==> src/rtl/mask_row_boundary_extractor_assert.svh <==
// Assertion macros for the mask row boundary extractor.
`ifndef MASK_ROW_BOUNDARY_EXTRACTOR_ASSERT_SVH
`define MASK_ROW_BOUNDARY_EXTRACTOR_ASSERT_SVH
`ifndef SYNTHESIS
`define MRBE_ASSERT_IMPL(name, clk, rstn, ante, cons) \
  name: assert property (@(posedge clk) disable iff (!rstn) (ante) |-> (cons)) \
    else $error("mrbe: same-cycle check failed");
`define MRBE_ASSERT_NEXT(name, clk, rstn, ante, cons) \
  name: assert property (@(posedge clk) disable iff (!rstn) (ante) |=> (cons)) \
    else $error("mrbe: next-cycle check failed");
`else
`define MRBE_ASSERT_IMPL(name, clk, rstn, ante, cons)
`define MRBE_ASSERT_NEXT(name, clk, rstn, ante, cons)
`endif
`endif

==> src/rtl/mrbe_pkg.sv <==
// Shared types and constants of the mask row boundary extractor.
`default_nettype none
package mrbe_pkg;

  localparam int ROW_W     = 8;
  localparam int COL_W     = 8;
  localparam int CFG_W     = 13;
  localparam int COORD_W   = 20;
  localparam int CFG_IDX_W = 1;
  localparam int TAG_W     = 2;

  localparam int MRBE_MASK_SIZE  = 256;
  localparam int MRBE_ROW_STRIDE = 8;

  localparam logic [COORD_W-1:0] COORD_MAX   = 20'd1044480;
  localparam logic [CFG_W-1:0]   FRAME_W_RST = 13'd1280;
  localparam logic [CFG_W-1:0]   FRAME_H_RST = 13'd720;

  // configuration register indexes
  localparam logic [CFG_IDX_W-1:0] CFG_FRAME_WIDTH  = 1'd0;
  localparam logic [CFG_IDX_W-1:0] CFG_FRAME_HEIGHT = 1'd1;

  // input item kinds
  localparam logic KIND_PIXEL = 1'b0;
  localparam logic KIND_EOF   = 1'b1;

  // scaler tags, one per coordinate of a segment
  localparam logic [TAG_W-1:0] TAG_SX = 2'd0;
  localparam logic [TAG_W-1:0] TAG_SY = 2'd1;
  localparam logic [TAG_W-1:0] TAG_EX = 2'd2;
  localparam logic [TAG_W-1:0] TAG_EY = 2'd3;

  typedef struct packed {
    logic act;
    logic clr;
  } scan_ctl_t;

  typedef struct packed {
    logic             point;
    logic [COL_W-1:0] left;
    logic [COL_W-1:0] right;
  } scan_rsp_t;

  typedef struct packed {
    logic             vld;
    logic             is_y;
    logic [TAG_W-1:0] tag;
  } sc_req_t;

  typedef struct packed {
    logic               vld;
    logic [TAG_W-1:0]   tag;
    logic [COORD_W-1:0] value;
  } sc_res_t;

endpackage
`default_nettype wire

==> src/rtl/mrbe_if.sv <==
// Channel interfaces of the mask row boundary extractor.
`default_nettype none
interface mrbe_in_if import mrbe_pkg::*; ();
  logic             valid;
  logic             ready;
  logic             kind;
  logic [ROW_W-1:0] row;
  logic [COL_W-1:0] column;
  logic             drivable;

  modport source (output valid, kind, row, column, drivable, input ready);
  modport sink (input valid, kind, row, column, drivable, output ready);
endinterface

interface mrbe_out_if import mrbe_pkg::*; ();
  logic               valid;
  logic               ready;
  logic [COORD_W-1:0] start_x;
  logic [COORD_W-1:0] start_y;
  logic [COORD_W-1:0] end_x;
  logic [COORD_W-1:0] end_y;
  logic               side;
  logic               last_segment;

  modport source (output valid, start_x, start_y, end_x, end_y, side, last_segment,
                  input ready);
  modport sink (input valid, start_x, start_y, end_x, end_y, side, last_segment,
                output ready);
endinterface

interface mrbe_cfg_if import mrbe_pkg::*; ();
  logic                 valid;
  logic                 ready;
  logic [CFG_IDX_W-1:0] index;
  logic [CFG_W-1:0]     data;

  modport source (output valid, index, data, input ready);
  modport sink (input valid, index, data, output ready);
endinterface
`default_nettype wire

==> src/rtl/mrbe_store.sv <==
// Per-row column store: read-modify-write of left/right columns with forwarding.
`default_nettype none
module mrbe_store import mrbe_pkg::*; #(
  parameter int MASK_SIZE  = MRBE_MASK_SIZE,
  parameter int ROW_STRIDE = MRBE_ROW_STRIDE,
  localparam int TOP_ROW = MASK_SIZE / 4,
  localparam int NS      = ((MASK_SIZE - 1 - TOP_ROW) / ROW_STRIDE) + 1,
  localparam int K_W     = (NS > 1) ? $clog2(NS) : 1
) (
  input  wire logic             clk,
  input  wire logic             rst_n,
  input  wire logic             pix_go,
  input  wire logic [ROW_W-1:0] pix_row,
  input  wire logic [COL_W-1:0] pix_col,
  input  wire scan_ctl_t        scan_ctl,
  input  wire logic [K_W-1:0]   scan_idx,
  output scan_rsp_t             scan_rsp
);

  localparam int ROWS = 1 << ROW_W;
  localparam int ENT_W = 2 * COL_W;
  localparam logic [ENT_W-1:0] EMPTY_ENT = {{COL_W{1'b1}}, {COL_W{1'b0}}};

  logic           row_hit [ROWS];
  logic [K_W-1:0] row_k   [ROWS];

  // row -> sample slot lookup, built at elaboration
  for (genvar r = 0; r < ROWS; r++) begin : g_row
    localparam int DIST = MASK_SIZE - 1 - r;
    localparam bit HIT = (DIST >= 0) && (r >= TOP_ROW) && ((DIST % ROW_STRIDE) == 0) &&
                         ((DIST / ROW_STRIDE) < NS);
    localparam int KI = HIT ? (DIST / ROW_STRIDE) : 0;
    assign row_hit[r] = HIT;
    assign row_k[r]   = K_W'(KI);
  end

  logic [ENT_W-1:0] mem [NS];
  logic [ENT_W-1:0] rd_data_r;
  logic [NS-1:0]    seen_r;
  logic             s1_vld_r;
  logic [K_W-1:0]   s1_k_r;
  logic [COL_W-1:0] s1_col_r;
  logic             wr_vld_r;
  logic [K_W-1:0]   wr_addr_r;
  logic [ENT_W-1:0] wr_data_r;

  logic             pix_hit;
  logic [K_W-1:0]   rd_addr;
  logic [ENT_W-1:0] old_ent;
  logic [COL_W-1:0] old_l;
  logic [COL_W-1:0] old_r;
  logic [ENT_W-1:0] new_ent;

  assign pix_hit = pix_go && row_hit[pix_row] && (32'(pix_col) < MASK_SIZE);
  assign rd_addr = scan_ctl.act ? scan_idx : row_k[pix_row];

  // forward the write of the previous cycle, which the memory read missed
  always_comb begin
    if (wr_vld_r && (wr_addr_r == s1_k_r)) begin
      old_ent = wr_data_r;
    end else if (seen_r[s1_k_r]) begin
      old_ent = rd_data_r;
    end else begin
      old_ent = EMPTY_ENT;
    end
    old_l = old_ent[ENT_W-1:COL_W];
    old_r = old_ent[COL_W-1:0];
    new_ent[ENT_W-1:COL_W] = (s1_col_r < old_l) ? s1_col_r : old_l;
    new_ent[COL_W-1:0]     = (s1_col_r > old_r) ? s1_col_r : old_r;
  end

  always_ff @(posedge clk) begin
    rd_data_r <= mem[rd_addr];
    if (s1_vld_r) begin
      mem[s1_k_r] <= new_ent;
    end
  end

  always_ff @(posedge clk) begin
    s1_k_r    <= row_k[pix_row];
    s1_col_r  <= pix_col;
    wr_addr_r <= s1_k_r;
    wr_data_r <= new_ent;
  end

  always_ff @(posedge clk) begin
    if (!rst_n) begin
      s1_vld_r <= 1'b0;
      wr_vld_r <= 1'b0;
      seen_r   <= '0;
    end else begin
      s1_vld_r <= pix_hit;
      wr_vld_r <= s1_vld_r;
      if (scan_ctl.clr) begin
        seen_r <= '0;
      end else if (s1_vld_r) begin
        seen_r[s1_k_r] <= 1'b1;
      end
    end
  end

  always_comb begin
    scan_rsp.left  = rd_data_r[ENT_W-1:COL_W];
    scan_rsp.right = rd_data_r[COL_W-1:0];
    scan_rsp.point = seen_r[scan_idx] && (rd_data_r[COL_W-1:0] > rd_data_r[ENT_W-1:COL_W]);
  end

endmodule
`default_nettype wire

==> src/rtl/mrbe_scaler.sv <==
// Three-stage coordinate scaler: pos * size * 256 / MASK_SIZE, saturated.
`default_nettype none
module mrbe_scaler import mrbe_pkg::*; #(
  parameter int MASK_SIZE = MRBE_MASK_SIZE,
  parameter int POS_W     = COL_W
) (
  input  wire logic             clk,
  input  wire logic             rst_n,
  input  wire sc_req_t          req,
  input  wire logic [POS_W-1:0] pos,
  input  wire logic [CFG_W-1:0] frame_w,
  input  wire logic [CFG_W-1:0] frame_h,
  output sc_res_t               res
);

  localparam int P_W  = POS_W + CFG_W;
  localparam int N    = P_W + 8;
  localparam int L    = $clog2(MASK_SIZE);
  localparam int SH   = N + L;
  localparam int M_W  = N + 1;
  localparam int PR_W = N + M_W;
  localparam int Q_W  = PR_W - SH;
  // exact reciprocal: floor(x * RECIP >> SH) == floor(x / MASK_SIZE) for x < 2**N
  localparam logic [63:0]    RECIP_64 = ((64'd1 << SH) + 64'(MASK_SIZE) - 64'd1) /
                                        64'(MASK_SIZE);
  localparam logic [M_W-1:0] RECIP    = M_W'(RECIP_64);

  logic [P_W-1:0]   p_r;
  logic [PR_W-1:0]  prod_r;
  logic [COORD_W-1:0] val_r;
  logic             v1_r, v2_r, v3_r;
  logic [TAG_W-1:0] t1_r, t2_r, t3_r;
  logic [Q_W-1:0]   q;
  logic [N-1:0]     x;

  assign x = {p_r, 8'b0};
  assign q = prod_r[PR_W-1:SH];

  always_ff @(posedge clk) begin
    p_r    <= P_W'(pos) * P_W'(req.is_y ? frame_h : frame_w);
    prod_r <= PR_W'(x) * PR_W'(RECIP);
    val_r  <= (q > Q_W'(COORD_MAX)) ? COORD_MAX : q[COORD_W-1:0];
    t1_r   <= req.tag;
    t2_r   <= t1_r;
    t3_r   <= t2_r;
  end

  always_ff @(posedge clk) begin
    if (!rst_n) begin
      v1_r <= 1'b0;
      v2_r <= 1'b0;
      v3_r <= 1'b0;
    end else begin
      v1_r <= req.vld;
      v2_r <= v1_r;
      v3_r <= v2_r;
    end
  end

  assign res.vld   = v3_r;
  assign res.tag   = t3_r;
  assign res.value = val_r;

endmodule
`default_nettype wire

==> src/rtl/mrbe_seq.sv <==
// Frame-end sequencer: walks the store for left segments, then right if 2+ points.
`default_nettype none
module mrbe_seq import mrbe_pkg::*; #(
  parameter int MASK_SIZE  = MRBE_MASK_SIZE,
  parameter int ROW_STRIDE = MRBE_ROW_STRIDE,
  localparam int TOP_ROW = MASK_SIZE / 4,
  localparam int NS      = ((MASK_SIZE - 1 - TOP_ROW) / ROW_STRIDE) + 1,
  localparam int K_W     = (NS > 1) ? $clog2(NS) : 1,
  localparam int POS_W   = ($clog2(MASK_SIZE) > COL_W) ? $clog2(MASK_SIZE) : COL_W
) (
  input  wire logic       clk,
  input  wire logic       rst_n,
  input  wire logic       eof_go,
  output logic            busy,
  output scan_ctl_t       scan_ctl,
  output logic [K_W-1:0]  scan_idx,
  input  wire scan_rsp_t  scan_rsp,
  output sc_req_t         sc_req,
  output logic [POS_W-1:0] sc_pos,
  input  wire sc_res_t    sc_res,
  mrbe_out_if.source      out_ch
);

  localparam logic [2:0] S_IDLE  = 3'd0;
  localparam logic [2:0] S_RD    = 3'd1;
  localparam logic [2:0] S_CHK   = 3'd2;
  localparam logic [2:0] S_ISSUE = 3'd3;
  localparam logic [2:0] S_WAIT  = 3'd4;
  localparam logic [2:0] S_OUT   = 3'd5;
  localparam logic [2:0] S_ADV   = 3'd6;

  localparam logic [POS_W-1:0] MAX_ROW = POS_W'(MASK_SIZE - 1);
  localparam logic [POS_W-1:0] STRIDE  = POS_W'(ROW_STRIDE);
  localparam logic [K_W-1:0]   LAST_K  = K_W'(NS - 1);

  logic [2:0]       state_r, state_nxt;
  logic [K_W-1:0]   k_r, k_nxt;
  logic [POS_W-1:0] row_r, row_nxt;
  logic             pass_r, pass_nxt;
  logic             have_prev_r, have_prev_nxt;
  logic [1:0]       cnt_r, cnt_nxt;
  logic [K_W-1:0]   klast_r, klast_nxt;
  logic [COL_W-1:0] prev_col_r, prev_col_nxt;
  logic [POS_W-1:0] prev_row_r, prev_row_nxt;
  logic [COL_W-1:0] cur_col_r, cur_col_nxt;
  logic [TAG_W-1:0] iss_r, iss_nxt;
  logic             last_r, last_nxt;
  logic [COORD_W-1:0] sx_r, sy_r, ex_r, ey_r;
  logic [COL_W-1:0] pt_col;

  assign pt_col = pass_r ? scan_rsp.right : scan_rsp.left;

  always_comb begin
    state_nxt     = state_r;
    k_nxt         = k_r;
    row_nxt       = row_r;
    pass_nxt      = pass_r;
    have_prev_nxt = have_prev_r;
    cnt_nxt       = cnt_r;
    klast_nxt     = klast_r;
    prev_col_nxt  = prev_col_r;
    prev_row_nxt  = prev_row_r;
    cur_col_nxt   = cur_col_r;
    iss_nxt       = iss_r;
    last_nxt      = last_r;
    scan_ctl.act  = busy;
    scan_ctl.clr  = 1'b0;
    sc_req.vld    = 1'b0;
    sc_req.tag    = iss_r;
    sc_req.is_y   = iss_r[0];
    case (state_r)
      S_IDLE: begin
        if (eof_go) begin
          k_nxt         = '0;
          row_nxt       = MAX_ROW;
          pass_nxt      = 1'b0;
          have_prev_nxt = 1'b0;
          cnt_nxt       = 2'd0;
          state_nxt     = S_RD;
        end
      end
      S_RD: state_nxt = S_CHK;
      S_CHK: begin
        state_nxt = S_ADV;
        if (scan_rsp.point) begin
          cur_col_nxt = pt_col;
          if (!pass_r) begin
            klast_nxt = k_r;
            if (cnt_r != 2'd2) begin
              cnt_nxt = cnt_r + 2'd1;
            end
          end
          if (have_prev_r) begin
            iss_nxt   = TAG_SX;
            last_nxt  = pass_r && (k_r == klast_r);
            state_nxt = S_ISSUE;
          end else begin
            prev_col_nxt  = pt_col;
            prev_row_nxt  = row_r;
            have_prev_nxt = 1'b1;
          end
        end
      end
      S_ISSUE: begin
        sc_req.vld = 1'b1;
        iss_nxt    = iss_r + 2'd1;
        if (iss_r == TAG_EY) begin
          // this point becomes the start of the next segment
          prev_col_nxt = cur_col_r;
          prev_row_nxt = row_r;
          state_nxt    = S_WAIT;
        end
      end
      S_WAIT: begin
        if (sc_res.vld && (sc_res.tag == TAG_EY)) begin
          state_nxt = S_OUT;
        end
      end
      S_OUT: begin
        if (out_ch.ready) begin
          state_nxt = S_ADV;
        end
      end
      S_ADV: begin
        if (k_r == LAST_K) begin
          if (!pass_r && (cnt_r == 2'd2)) begin
            pass_nxt      = 1'b1;
            k_nxt         = '0;
            row_nxt       = MAX_ROW;
            have_prev_nxt = 1'b0;
            state_nxt     = S_RD;
          end else begin
            scan_ctl.clr = 1'b1;
            state_nxt    = S_IDLE;
          end
        end else begin
          k_nxt     = k_r + K_W'(1);
          row_nxt   = row_r - STRIDE;
          state_nxt = S_RD;
        end
      end
      default: state_nxt = S_IDLE;
    endcase
  end

  // issue mux: start point from prev, end point from the current row
  always_comb begin
    case (iss_r)
      TAG_SX:  sc_pos = POS_W'(prev_col_r);
      TAG_SY:  sc_pos = prev_row_r;
      TAG_EX:  sc_pos = POS_W'(cur_col_r);
      TAG_EY:  sc_pos = row_r;
      default: sc_pos = '0;
    endcase
  end

  always_ff @(posedge clk) begin
    if (!rst_n) begin
      state_r     <= S_IDLE;
      k_r         <= '0;
      row_r       <= MAX_ROW;
      pass_r      <= 1'b0;
      have_prev_r <= 1'b0;
      cnt_r       <= 2'd0;
      klast_r     <= '0;
      iss_r       <= TAG_SX;
      last_r      <= 1'b0;
    end else begin
      state_r     <= state_nxt;
      k_r         <= k_nxt;
      row_r       <= row_nxt;
      pass_r      <= pass_nxt;
      have_prev_r <= have_prev_nxt;
      cnt_r       <= cnt_nxt;
      klast_r     <= klast_nxt;
      iss_r       <= iss_nxt;
      last_r      <= last_nxt;
    end
  end

  always_ff @(posedge clk) begin
    prev_col_r <= prev_col_nxt;
    prev_row_r <= prev_row_nxt;
    cur_col_r  <= cur_col_nxt;
    if (sc_res.vld) begin
      case (sc_res.tag)
        TAG_SX:  sx_r <= sc_res.value;
        TAG_SY:  sy_r <= sc_res.value;
        TAG_EX:  ex_r <= sc_res.value;
        TAG_EY:  ey_r <= sc_res.value;
        default: ;
      endcase
    end
  end

  assign busy     = (state_r != S_IDLE);
  assign scan_idx = k_r;

  assign out_ch.valid        = (state_r == S_OUT);
  assign out_ch.start_x      = sx_r;
  assign out_ch.start_y      = sy_r;
  assign out_ch.end_x        = ex_r;
  assign out_ch.end_y        = ey_r;
  assign out_ch.side         = pass_r;
  assign out_ch.last_segment = last_r;

endmodule
`default_nettype wire

==> src/rtl/mask_row_boundary_extractor.sv <==
// Mask pixels are taken one per cycle while the block is idle; each pixel on a
// sampled row is folded into a one-port-read, one-port-write column memory with
// a registered read-modify-write and forwarding, so back-to-back pixels to the
// same row are safe. An end-of-frame transaction takes the block busy: the
// sequencer walks all NS sampled rows (NS = 24 at the defaults) for the left
// edge, and again for the right edge when there are two or more points; each
// row steps through read, check and advance states. For each emitted segment it
// issues the four coordinates into the shared three-stage scaler, waits for the
// last result, then offers the output transaction, which may stall. No pixel is
// taken until the walk ends and the row valid bits are cleared.
`default_nettype none
`include "mask_row_boundary_extractor_assert.svh"
module mask_row_boundary_extractor import mrbe_pkg::*; #(
  parameter int MASK_SIZE  = MRBE_MASK_SIZE,
  parameter int ROW_STRIDE = MRBE_ROW_STRIDE
) (
  input wire logic   clk,
  input wire logic   rst_n,
  mrbe_in_if.sink    in_ch,
  mrbe_out_if.source out_ch,
  mrbe_cfg_if.sink   cfg_ch
);

  localparam int TOP_ROW = MASK_SIZE / 4;
  localparam int NS      = ((MASK_SIZE - 1 - TOP_ROW) / ROW_STRIDE) + 1;
  localparam int K_W     = (NS > 1) ? $clog2(NS) : 1;
  localparam int POS_W   = ($clog2(MASK_SIZE) > COL_W) ? $clog2(MASK_SIZE) : COL_W;

  logic [CFG_W-1:0] frame_w_r;
  logic [CFG_W-1:0] frame_h_r;
  logic             busy;
  logic             pix_go;
  logic             eof_go;
  scan_ctl_t        scan_ctl;
  scan_rsp_t        scan_rsp;
  logic [K_W-1:0]   scan_idx;
  sc_req_t          sc_req;
  sc_res_t          sc_res;
  logic [POS_W-1:0] sc_pos;

  assign in_ch.ready  = !busy;
  assign cfg_ch.ready = 1'b1;
  assign pix_go = in_ch.valid && in_ch.ready && (in_ch.kind == KIND_PIXEL) &&
                  in_ch.drivable;
  assign eof_go = in_ch.valid && in_ch.ready && (in_ch.kind == KIND_EOF);

  always_ff @(posedge clk) begin
    if (!rst_n) begin
      frame_w_r <= FRAME_W_RST;
      frame_h_r <= FRAME_H_RST;
    end else if (cfg_ch.valid) begin
      case (cfg_ch.index)
        CFG_FRAME_WIDTH:  frame_w_r <= cfg_ch.data;
        CFG_FRAME_HEIGHT: frame_h_r <= cfg_ch.data;
        default: ;
      endcase
    end
  end

  mrbe_store #(
    .MASK_SIZE  (MASK_SIZE),
    .ROW_STRIDE (ROW_STRIDE)
  ) u_store (
    .clk      (clk),
    .rst_n    (rst_n),
    .pix_go   (pix_go),
    .pix_row  (in_ch.row),
    .pix_col  (in_ch.column),
    .scan_ctl (scan_ctl),
    .scan_idx (scan_idx),
    .scan_rsp (scan_rsp)
  );

  mrbe_scaler #(
    .MASK_SIZE (MASK_SIZE),
    .POS_W     (POS_W)
  ) u_scaler (
    .clk     (clk),
    .rst_n   (rst_n),
    .req     (sc_req),
    .pos     (sc_pos),
    .frame_w (frame_w_r),
    .frame_h (frame_h_r),
    .res     (sc_res)
  );

  mrbe_seq #(
    .MASK_SIZE  (MASK_SIZE),
    .ROW_STRIDE (ROW_STRIDE)
  ) u_seq (
    .clk      (clk),
    .rst_n    (rst_n),
    .eof_go   (eof_go),
    .busy     (busy),
    .scan_ctl (scan_ctl),
    .scan_idx (scan_idx),
    .scan_rsp (scan_rsp),
    .sc_req   (sc_req),
    .sc_pos   (sc_pos),
    .sc_res   (sc_res),
    .out_ch   (out_ch)
  );

  `MRBE_ASSERT_IMPL(a_no_take_while_emit, clk, rst_n, out_ch.valid, !in_ch.ready)
  `MRBE_ASSERT_IMPL(a_last_is_right, clk, rst_n, out_ch.valid && out_ch.last_segment, out_ch.side)
  `MRBE_ASSERT_NEXT(a_eof_goes_busy, clk, rst_n, eof_go, busy)
  `MRBE_ASSERT_IMPL(a_scaler_idle_when_free, clk, rst_n, !busy, !sc_req.vld)

endmodule
`default_nettype wire

==> src/flat_wrapper.sv <==
// flat-port wrapper written by rule: the top's interface ports become plain ports
module mask_row_boundary_extractor_flat import mrbe_pkg::*;
#(
  parameter int MASK_SIZE  = MRBE_MASK_SIZE,
  parameter int ROW_STRIDE = MRBE_ROW_STRIDE
)
  (clk, rst_n, in_ch_valid, in_ch_kind, in_ch_row, in_ch_column, in_ch_drivable, in_ch_ready, out_ch_valid, out_ch_start_x, out_ch_start_y, out_ch_end_x, out_ch_end_y, out_ch_side, out_ch_last_segment, out_ch_ready, cfg_ch_valid, cfg_ch_index, cfg_ch_data, cfg_ch_ready);
  mrbe_in_if in_ch_i ();
  mrbe_out_if out_ch_i ();
  mrbe_cfg_if cfg_ch_i ();
  input wire logic clk;
  input wire logic rst_n;
  input wire logic [$bits(in_ch_i.valid)-1:0] in_ch_valid;
  input wire logic [$bits(in_ch_i.kind)-1:0] in_ch_kind;
  input wire logic [$bits(in_ch_i.row)-1:0] in_ch_row;
  input wire logic [$bits(in_ch_i.column)-1:0] in_ch_column;
  input wire logic [$bits(in_ch_i.drivable)-1:0] in_ch_drivable;
  output wire logic [$bits(in_ch_i.ready)-1:0] in_ch_ready;
  output wire logic [$bits(out_ch_i.valid)-1:0] out_ch_valid;
  output wire logic [$bits(out_ch_i.start_x)-1:0] out_ch_start_x;
  output wire logic [$bits(out_ch_i.start_y)-1:0] out_ch_start_y;
  output wire logic [$bits(out_ch_i.end_x)-1:0] out_ch_end_x;
  output wire logic [$bits(out_ch_i.end_y)-1:0] out_ch_end_y;
  output wire logic [$bits(out_ch_i.side)-1:0] out_ch_side;
  output wire logic [$bits(out_ch_i.last_segment)-1:0] out_ch_last_segment;
  input wire logic [$bits(out_ch_i.ready)-1:0] out_ch_ready;
  input wire logic [$bits(cfg_ch_i.valid)-1:0] cfg_ch_valid;
  input wire logic [$bits(cfg_ch_i.index)-1:0] cfg_ch_index;
  input wire logic [$bits(cfg_ch_i.data)-1:0] cfg_ch_data;
  output wire logic [$bits(cfg_ch_i.ready)-1:0] cfg_ch_ready;
  assign in_ch_i.valid = in_ch_valid;
  assign in_ch_i.kind = in_ch_kind;
  assign in_ch_i.row = in_ch_row;
  assign in_ch_i.column = in_ch_column;
  assign in_ch_i.drivable = in_ch_drivable;
  assign in_ch_ready = in_ch_i.ready;
  assign out_ch_valid = out_ch_i.valid;
  assign out_ch_start_x = out_ch_i.start_x;
  assign out_ch_start_y = out_ch_i.start_y;
  assign out_ch_end_x = out_ch_i.end_x;
  assign out_ch_end_y = out_ch_i.end_y;
  assign out_ch_side = out_ch_i.side;
  assign out_ch_last_segment = out_ch_i.last_segment;
  assign out_ch_i.ready = out_ch_ready;
  assign cfg_ch_i.valid = cfg_ch_valid;
  assign cfg_ch_i.index = cfg_ch_index;
  assign cfg_ch_i.data = cfg_ch_data;
  assign cfg_ch_ready = cfg_ch_i.ready;
  mask_row_boundary_extractor #(.MASK_SIZE(MASK_SIZE), .ROW_STRIDE(ROW_STRIDE)) u_core (.clk(clk), .rst_n(rst_n), .in_ch(in_ch_i), .out_ch(out_ch_i), .cfg_ch(cfg_ch_i));
endmodule
==> config.mk <==
export PLATFORM = sky130hd
export DESIGN_NAME = mask_row_boundary_extractor_flat
export DESIGN_NICKNAME = d
export VERILOG_FILES = /design/src/rtl/mrbe_pkg.sv /design/src/rtl/mrbe_if.sv /design/src/rtl/mrbe_store.sv /design/src/rtl/mrbe_scaler.sv /design/src/rtl/mrbe_seq.sv /design/src/rtl/mask_row_boundary_extractor.sv /design/src/flat_wrapper.sv
export VERILOG_INCLUDE_DIRS = /design/src /design/src/rtl
export SDC_FILE = /design/constraint.sdc
export NUM_CORES = 1
export LEC_CHECK = 0
export BUFFER_PORTS_ARGS = -buffer_cell sky130_fd_sc_hd__buf_2
export CORE_MARGIN = 2
export CORE_UTILIZATION = 55
export CTS_BUF_LIST = sky130_fd_sc_hd__clkbuf_4 sky130_fd_sc_hd__clkbuf_8
export DETAILED_ROUTE_END_ITERATION = 10
export PLACE_DENSITY = 0.76
export SLEW_MARGIN = 25
export SYNTH_ARGS = -nofsm -noshare
export SYNTH_HDL_FRONTEND = slang
export SYNTH_SLANG_ARGS = --single-unit
==> constraint.sdc <==
create_clock -name clk -period 8.3 [get_ports clk]
set_input_delay 0.83 -clock clk [delete_from_list [all_inputs] [get_ports clk]]
set_output_delay 0.83 -clock clk [all_outputs]
set_load 0.02 [all_outputs]
After elaboration in Yosys (flattened, before gate mapping)
Memory sizes are Yosys's and may differ from the RTL's. A register that Yosys moved wholly into a read port is not among the register bits. Index checks and enable logic that the tools add are counted.

Divide/modulo/power cells: 0. Shifts and indexed selects: 0. $mul: 1. Order comparisons: 8. Equality and inequality tests: 29. Mux-type cells: 65. Bitwise operators: 6. Reduce and logical (&&, ||, !) cells: 38. Add/sub/neg operators: 4.

Operators by type and width (count): $mux 8 (12); $pmux 8 s2 (3); $mux 16 (2); $pmux 8 s4 (1); $mux 5 (6); $or 24x24->24 (1); $gt 21x20->1 const B (1); $mul 8x21->21 (1); $mux 3 (7); $pmux 3 s7 (1); $mux 1 (18); $ne 2x2->1 const B (9); $gt 8x8->1 (2); $reduce_and 2->1 (7); $mux 13 (1); $lt 5x6->1 const B (2); $mux 2 (6); $reduce_and 3->1 (4); $reduce_and 4->1 (3); $logic_and 1x1->1 (11); $bmux 1 s5 (2); $eq 2x2->1 const B (5); $eq 5x5->1 (2); $pmux 5 s2 (1); other kinds (26) (43).

Memory bits (read-only): 1536. Word-level logic and storage cells: 188. Input bits: 37. Output and inout port bits: 85. Register bits: 289. Bits in latches: 0. Memory bits (writable): 384. Memories: 3.

Memories: (name not given) (words 256, width 5, rd ports 1, clocked after Yosys merged registers in 0, write ports 0, RTL line mrbe_store.sv:55) `assign rd_addr = scan_ctl.act ? scan_idx : row_k[pix_row];`; u_core.u_store.mem (words 24, width 16, rd ports 1, clocked after Yosys merged registers in 1, write ports 1, RTL line mrbe_store.sv:37) `logic [ENT_W-1:0] mem [NS];`; (name not given) (words 256, width 1, rd ports 1, clocked after Yosys merged registers in 0, write ports 0, RTL line mrbe_store.sv:54) `assign pix_hit = pix_go && row_hit[pix_row] && (32'(pix_col) < MASK_SIZE);`.

Logic depth before layout (Yosys ltp)
Gate-level depths: netlist of the first run.

Depth in word-level cells: 6. Gate-level depth with buffers: 26. Gate-level depth less buffers: 22.

Hierarchy
A second synthesis of the first run with hierarchy kept.

Cell total of the unflattened synthesis: 2411. Area, all modules: 29635.9 µm².

Modules (own cells, without submodules): mrbe_store (instances 1, seq. area each 13052.5 µm², cells each 1456, area each 18408.9 µm²); mrbe_scaler (instances 1, seq. area each 1421.4 µm², cells each 528, area each 5228.8 µm²); mrbe_seq (instances 1, seq. area each 3583.4 µm², cells each 313, area each 4912.2 µm²); mask_row_boundary_extractor (instances 1, seq. area each 520.5 µm², cells each 114, area each 1086.0 µm²).

Worst setup path before layout of the first run
No wires, ideal clock.

Path kind: register to register. Start: reg u_core.u_seq.iss_r[0]. End: reg u_core.u_scaler.p_r[18]. Library setup time: 0.072 ns. Setup slack: 2.245 ns. Stages on the path, launching flop included: 25. Clock period less this slack: 6.055 ns. Data required time: 8.228 ns. Data arrival time: 5.983 ns. Buffers on the path: 4. Cell sequence: dfxtp_1 clkbuf_1 buf_1 inv_1 ha_1 clkbuf_1 a222oi_1 nand2_1 o21ai_0 clkbuf_1 nor2_1 fa_1 fa_1 fa_1 inv_1 fa_1 inv_1 ha_1 o21ai_0 a21boi_0 and3_1 a211oi_1 o21bai_1 a21oi_1 xnor2_1.

Word-level cells in the longest chain between the ends: 3. Elaborated cells between the ends (all ways): 7. Those cells by class: mul: 1; eq/ne: 3; mux: 2; reduce/logical: 1.

Ends and longest elaborated chain: from (decl) (RTL line mrbe_seq.sv:46) `logic [TAG_W-1:0] iss_r, iss_nxt;`; from (signal assigned) (RTL line mrbe_seq.sv:176) `iss_r <= iss_nxt;`; $eq 2x2->1 (tied with other cells) (RTL line mrbe_seq.sv:148) `case (iss_r)`; $pmux 8 s4 (RTL line mrbe_seq.sv:148); $mul 8x21->21 (*) (RTL line mrbe_scaler.sv:40) `p_r <= P_W'(pos) * P_W'(req.is_y ? frame_h : frame_w);`; to (signal assigned) (RTL line mrbe_scaler.sv:40); to (decl) (RTL line mrbe_scaler.sv:28) `logic [P_W-1:0] p_r;`.

Every way passes the cells marked *; elsewhere a longest branch is shown, timed or not. A chain may end at the register's enable or synchronous reset.

Worst setup path in the final report of the first run
Ends and elaborated chain as after synthesis.

==> results of run 1 <==
cells in the mapped netlist (34+ instances only):
cell type,number
a21oi_1,70
a31oi_1,42
and2_1,44
buf_2,34
clkbuf_1,51
dfxtp_1,199
edfxtp_1,486
fa_1,66
ha_1,71
inv_1,121
mux2i_1,60
nand2_1,353
nand3_1,78
nor2_1,153
o21ai_0,56
or2_2,38
layer usage:
metal | track usage | up-vias | part of all wire
met4 | 0.0914 | 0 | 0.026
met1 | 0.325 | 9382 | 0.41
met5 | 0 | - | 0
met2 | 0.401 | 846 | 0.49
li1 | - | 8605 | -
met3 | 0.0412 | 139 | 0.078
per-stage QoR:
| stage | total power [mW] | hold WS, ns | setup slack [ns] |
|---|---|---|---|
| floorplan | 4.88 | 0.310 | 2.24 |
| global route | 8.29 | 0.225 | 1.47 |
| detailed placement | 5.23 | 0.312 | 2.00 |
| global placement | 5.18 | 0.310 | 2.19 |
| finish | 7.96 | 0.249 | 1.91 |
| CTS | 7.98 | 0.217 | 1.96 |
final timing paths:
check | from | endpoint | depth (start not counted)
hold / removal | in_ch_column[6] | u_core.u_store.s1_col_r[6] | 1
setup / recovery | u_core.u_seq.iss_r[0] | u_core.u_scaler.p_r[18] | 21
setup reg to reg | u_core.u_seq.iss_r[0] | u_core.u_scaler.p_r[18] | 21
hold reg to reg | u_core.u_scaler.p_r[18] | u_core.u_scaler.prod_r[55] | 0
critical path: stages, from the launching register on:
cell      delay (ns)
dfxtp_1         1.01
ha_1            0.51
a221oi_1        0.19
nand2_1         0.08
o21ai_0         0.09
buf_4           0.21
or2_2           0.33
fa_1            0.44
fa_1            0.49
inv_1           0.05
fa_1            0.53
inv_1           0.05
fa_1            0.47
inv_1           0.05
ha_1            0.32
o21ai_0         0.22
a21boi_0        0.18
and3_1          0.27
a211oi_1        0.31
o21bai_1        0.13
a21oi_1         0.18
xnor2_1         0.15
kinds of logic after synthesis:
kind of cell / Yosys count
fa+ha+maj: 137
simple gates: 776
compound gates: 354
mux: 86
other cells: 1
xor+xnor: 31
flops: 685
buf+inv: 234
sequential cells by signal, summed over array words and instances, names as in the netlist, 8 cells and up:
name	count
u_core.u_seq.out_ch.start_y	20
u_core.u_scaler.val_r	20
u_core.frame_h_r	13
u_core.u_store.wr_data_r	16
u_core.u_seq.out_ch.end_x	20
u_core.u_scaler.prod_r	21
u_core.u_store.s1_col_r	8
u_core.u_seq.prev_col_r	8
u_core.u_store.rd_data_r	16
u_core.u_store.seen_r	24
u_core.frame_w_r	13
u_core.u_seq.cur_col_r	8
u_core.u_seq.out_ch.start_x	20
u_core.u_seq.out_ch.end_y	20
u_core.u_store.mem	384
u_core.u_scaler.p_r	21
cells in the final DEF, fill, tap and decap left out, types with 8 or more instances in the layout:
cell      netlist  routed
a211oi_1       15      15
a211oi_2       11      11
a21boi_0        9       8
a21o_1         10      10
a21oi_1        70      70
a221o_1         8       8
a22oi_1        11      11
a311oi_1       11      11
a31oi_1        42      42
a32oi_1        12      12
and2_1         44      44
and3_1         21      20
buf_2          34     120
buf_4           5      55
clkbuf_4        0      40
clkbuf_8        0     110
clkinv_1        1      25
clkinv_2        0      17
dfxtp_1       199     199
edfxtp_1      486     486
fa_1           66      66
ha_1           71      71
inv_1         121     121
mux2_2         11      11
mux2i_1        60      49
mux4_2         10      10
nand2_1       353     353
nand2b_1       12      12
nand3_1        78      78
nand4_1        22      22
nor2_1        153     150
nor2b_1        11      11
nor3_1          9       9
o211ai_1       11      11
o21a_1         32      32
o21ai_0        56      56
o22ai_1        14      14
or2_2          38      38
xnor2_1        19      19
xor2_1         12      12
power groups by stage:
| stage | Combinational [mW] | Sequential [mW] | Clock (mW) |
|---|---|---|---|
| floorplan | 0.856 | 4.03 | 0 |
| global placement | 1.09 | 4.09 | 0 |
| detailed placement | 1.13 | 4.10 | 0 |
| CTS | 1.14 | 4.03 | 2.81 |
| global route | 1.28 | 4.05 | 2.96 |
| finish | 1.15 | 4.04 | 2.77 |
area by class of cell:
class / instances / area, µm² / area share
Clock buffer: 150 / 1810 / 0.0555
Clock inverter: 49 / 305 / 0.00933
Inverter: 123 / 462 / 0.0141
Multi-Input combinational cell: 1385 / 9640 / 0.295
Sequential cell: 685 / 18600 / 0.568
Tap cell: 688 / 861 / 0.0263
Timing Repair Buffer: 177 / 1040 / 0.0319
==> results.py, run 1 <==
metrics = {
    "outcome": {
        "status": "completed",
    },
    "placed_design": {
        "hpwl_um": 42300,
        "io_buffers": 120,
        "dpl_cell_area_um2": 30500,
        "dp_cells": 3058,
        "place_congestion": 0.848,
    },
    "setup_path": {
        "startpoint_type": "flip-flop",
        "rrSetupSlack_ns": 1.91,
        "crit_type": "flip-flop to flip-flop",
        "cp-end-kind": "flip-flop",
        "cp.required_ns": 8.89,
        "cp.arrival_ns": 6.98,
        "cp_max_fo": 19,
    },
    "timing": {
        "setup_viol": 0,
        "grt_setup_unrepaired": "false",
        "fmax_mhz": 156,
        "fin_crit_sh": 0.770,
        "fin_crit_ns": 6.39,
        "slew_headroom": 0.255,
        "worstMarginPinSlew_ns": 1.11,
        "fin_tns_setup_ns": 0,
        "finalHoldViolCount": 0,
        "slew_viol_final": 0,
        "skew_ns": 0.0587,
    },
    "clock_network": {
        "cts_tree": "yes",
        "cts_max_path_buffers": 3,
        "post_cts_buffers": 0,
        "htree_num_levels": 3,
        "clock_latency_ns": 0.72,
        "path_clk_slew_ns": 0.06,
        "cts-buffers-inserted": 106,
        "ctsHoldBuffers": 0,
        "clock_sinks": 685,
        "root_buffer": "clkbuf_8",
        "cts.repair.resized": 0,
    },
    "drt": {
        "drcViolationCount": 0,
        "drt-vias-per-instance": 5.82,
        "drt_iter0_drc": 1741,
        "wl_per_cell_um": 20.3,
        "first_pass_iters": 6,
        "vias": 18972,
        "wl_um": 66100,
        "antenna_left": 0,
    },
    "final_layout": {
        "utilization": 0.624,
        "fill_cells": 3812,
        "final_cell_count_no_fill": 3257,
        "final_cell_area_um2": 32700,
        "drive_gt1_frac": 0.179,
        "antenna_cells": 0,
        "final_nets": 2652,
        "synthToLayoutAreaGrowth_pct": 12.3,
    },
    "power": {
        "switching_share": 0.270,
        "combPwrFrac": 0.145,
        "internal_power_mw": 5.80,
        "pwr_density_cell_nw_per_um2": 243,
        "switchingPower_mw": 2.15,
        "clkPwrFrac": 0.348,
        "power_frac_seq": 0.507,
        "ir_drop_mv": 0.174,
        "p_leak_nw": 12.5,
    },
    "synth": {
        "synth_cell_types": 79,
        "synth-simple-area-share": 0.121,
        "yosysWarnings": 0,
        "synthAdderAreaFrac": 0.0759,
        "synth.yosys.seq_area_share": 0.638,
        "syn_inst": 2304,
        "yosys.area.top_type": "edfxtp_1",
        "syn_nets": 2478,
        "synth_compound_area_frac": 0.0845,
        "ys_async_sr_fraction": 0,
        "syn_area_per_cell_um2": 12.6,
        "synthesis.area_um2": 29100,
        "synth_edf_count": 486,
        "synth_top_family_by_area": "simple AND/OR/NAND/NOR gates",
        "synth_top_area_share": 0.501,
        "ys_seq_elements": 685,
        "synth.area.mux_share": 0.0352,
        "synthFlopType": "edfxtp_1",
        "synth_xor_area_frac": 0.00932,
        "synth_area_leaders": "edfxtp_1, dfxtp_1, nand2_1",
    },
    "run": {
        "cap_violations": 0,
    },
    "grt": {
        "grt_max_degree": 145,
        "gr-usage-all-layers": 0.243,
        "grt_antenna_before_repair": 0,
        "grt_pass1_vias": 18846,
        "grt_pass1_wl_um": 103000,
        "grt_overflow_total": 0,
    },
    "floorplan": {
        "start_util": 0.555,
        "die_h_um": 234,
        "die_x_um": 234,
        "die_area_um2": 54800,
        "num_rows": 84,
        "coreArea_um2": 52400,
        "ios": 122,
    },
    "min_path": {
        "hold_class": "input port to flip-flop",
    },
}
Power figures use the tool's default switching activity.
==> run 2: changes to the inputs <==
--- a/config.mk
+++ b/config.mk
@@ -11,7 +11,7 @@
 export CORE_UTILIZATION = 55
 export CTS_BUF_LIST = sky130_fd_sc_hd__clkbuf_4 sky130_fd_sc_hd__clkbuf_8
 export DETAILED_ROUTE_END_ITERATION = 10
-export PLACE_DENSITY = 0.76
+export PLACE_DENSITY = 0.79
 export SLEW_MARGIN = 25
 export SYNTH_ARGS = -nofsm -noshare
 export SYNTH_HDL_FRONTEND = slang
==> constraint.sdc (replaced) <==
create_clock -name clk -period 5.7 [get_ports clk]
set_input_delay 0.57 -clock clk [delete_from_list [all_inputs] [get_ports clk]]
set_output_delay 0.57 -clock clk [all_outputs]
set_load 0.02 [all_outputs]
==> run 2 against run 1 <==
Final area is 1.5% higher; first-iteration DRC count is 11% higher; sequential cell count stayed put; wire length is 3.8% higher; sequential share of layout area is 0.82 points lower; critical path depth is 4 lower; final cell count is 1.0% higher; count of clock-buffer cells in the layout is 12 higher; die area stayed put; register-to-register slack worse by 1.7 ns; worst hold slack worse by 0.19 ns; largest power group unchanged.
==> results.py, run 2 (synthesized netlist as in run 1, its figures left out) <==
metrics = {
    "setup_path": {
        "cp-end-kind": "flip-flop",
        "crit_end": "u_core.u_scaler.p_r[18]",
        "startpoint_type": "flip-flop",
        "cp_slowest_stage_delay_ns": 0.80,
        "cp.required_ns": 6.32,
        "cp_max_fo": 16,
        "crit_top_cell": "fa_1",
        "crit_type": "flip-flop to flip-flop",
        "r2r_cells": 17,
        "r2r-end": "u_core.u_scaler.p_r[18]",
        "cp.arrival_ns": 6.08,
        "slowest_stage": "mux2i_1",
        "cp_cell_sequence": "buf_4, mux2i_1, nor2_1, fa_1, inv_1, fa_1, fa_1, fa_1, inv_1, ha_1, a21o_1, a21oi_2, nand2_1, a211oi_2, o21bai_1, a21oi_1, xnor2_1",
        "rrSetupSlack_ns": 0.24,
        "crit_start": "u_core.u_seq.iss_r[0]",
        "r2r-start": "u_core.u_seq.iss_r[0]",
    },
    "run": {
        "cap_violations": 0,
    },
    "timing": {
        "fin_crit_ns": 5.46,
        "slew_viol_final": 0,
        "setup_viol": 0,
        "setup_ws_ns": 0.236,
        "skew_ns": 0.0496,
        "fmax_mhz": 183,
        "worstMarginPinSlew_ns": 1.10,
        "slew_headroom": 0.269,
        "fin_crit_sh": 0.959,
        "finalHoldViolCount": 0,
    },
    "floorplan": {
        "die_h_um": 234,
        "num_rows": 84,
        "start_util": 0.555,
        "die_area_um2": 54800,
        "ios": 122,
        "die_x_um": 234,
        "coreArea_um2": 52400,
    },
    "placed_design": {
        "hpwl_um": 43000,
        "place_ws_ns": -0.0278,
        "dpl_cell_area_um2": 30700,
        "place_congestion": 0.898,
        "io_buffers": 120,
    },
    "outcome": {
        "status": "completed",
    },
    "final_layout": {
        "final_cell_area_um2": 33200,
        "final_common_cell": "edfxtp_1",
        "max_flop_register": "u_core.u_store.mem",
        "utilization": 0.633,
        "drive_gt1_frac": 0.193,
        "final_cell_mix": "edfxtp_1, nand2_1, dfxtp_1",
        "largest_reg_flops": 384,
        "synthToLayoutAreaGrowth_pct": 14.0,
        "top_regs": "u_core.u_store.mem: 384 flops, u_core.u_store.seen_r: 24 flops",
        "final_nets": 2683,
    },
    "clock_network": {
        "path_clk_slew_ns": 0.06,
        "htree_num_levels": 3,
        "clock_sinks": 685,
        "root_buffer": "clkbuf_8",
        "cts_tree": "yes",
        "cts_max_path_buffers": 3,
        "cts-buffers-inserted": 105,
        "clock_latency_ns": 0.71,
    },
    "power": {
        "finalPower_mw": 11.9,
        "pwr_density_cell_nw_per_um2": 360,
        "p_leak_nw": 12.7,
        "ir_drop_mv": 0.216,
    },
    "drt": {
        "vias": 19387,
        "drt-vias-per-instance": 5.89,
        "first_pass_iters": 6,
        "drt_iter0_drc": 1941,
        "wl_um": 68600,
        "antenna_left": 0,
        "drcViolationCount": 0,
        "wl_per_cell_um": 20.8,
    },
    "grt": {
        "grt_antenna_before_repair": 1,
        "grt_max_degree": 102,
        "gr-usage-all-layers": 0.250,
        "grt_pass1_vias": 19372,
        "grt_overflow_total": 0,
        "grt_pass1_wl_um": 106000,
    },
    "min_path": {
        "whs_path_depth": 1,
        "hold_class": "input port to flip-flop",
    },
}
run 2: changes by cell type in the layout (fill, tap and decap cells not counted), sizes merged:
cell,delta
diode,+2
bufinv,+2
dlygate4sd3,+6
clkinvlp,+4
buf,+25
clkbuf,+12
clkinv,-16
inv,-1
run 2: metal layers:
| layer | vias up | track usage | share of wire |
|---|---|---|---|
| met5 | - | 0 | 0 |
| met1 | 9593 | 0.343 | 0.40 |
| met3 | 154 | 0.0460 | 0.086 |
| li1 | 8681 | - | - |
| met2 | 959 | 0.401 | 0.48 |
| met4 | 0 | 0.0912 | 0.029 |
run 2: timing repair:
item / CTS / global route
hold buffers: 6 / 0
resized for setup: 3 / 22
setup buffers: 0 / 4
gates cloned: 0 / 1
pin swaps: 0 / 2
hold endpoints to repair: 6 / 0
endpoints found under the setup margin: 2 / 9
run 2: power breakdown:
group	leakage, nW	internal, mW	switching, mW
Combinational	5.44	0.648	1.07
Clock	1.22	2.46	1.90
Sequential	6.04	5.66	0.207
run 2: critical path, delay by kind of cell, from the launching register on:
family	cells	cell delay, ns
fa+ha+maj	5	2.39
compound gates	5	0.96
mux	1	0.80
buf+inv	3	0.40
flops	1	0.38
simple gates	2	0.30
xor+xnor	1	0.14
run 2: worst min path at each step:
stage,to,startpoint,slack (ns)
6_report,u_core.u_store.s1_col_r[0],in_ch_column[0],0.05
5_1_grt,u_core.u_store.s1_col_r[0],in_ch_column[0],0.02
4_1_cts,u_core.u_store.s1_col_r[0],in_ch_column[0],0.007
3_5_place_dp,u_core.u_scaler.prod_r[46],u_core.u_scaler.p_r[9],0.31
3_3_place_gp,u_core.u_scaler.prod_r[41],u_core.u_scaler.p_r[4],0.31
2_1_floorplan,u_core.u_scaler.prod_r[37],u_core.u_scaler.p_r[0],0.31
run 2: through the flow:
step	std cells	hold WS, ns	setup TNS, ns
6_report	3291	0.0538	0
5_1_grt	3290	0.0175	-0.115
4_1_cts	3284	0.00699	0
3_5_place_dp	3079	0.312	-0.0278
3_3_place_gp	3079	0.311	0
2_1_floorplan	2304	0.310	0
run 2: area by class of cell:
class,count,area [µm²]
antenna,2,5.00
tap,688,861
fill,3697,19300
multi-input combinational,1385,9630
sequential,685,18600
inverter,123,465
timing repair inverter,1,7.51
timing repair buffer,208,1310
clock inverter,37,303
clock buffer,162,2020
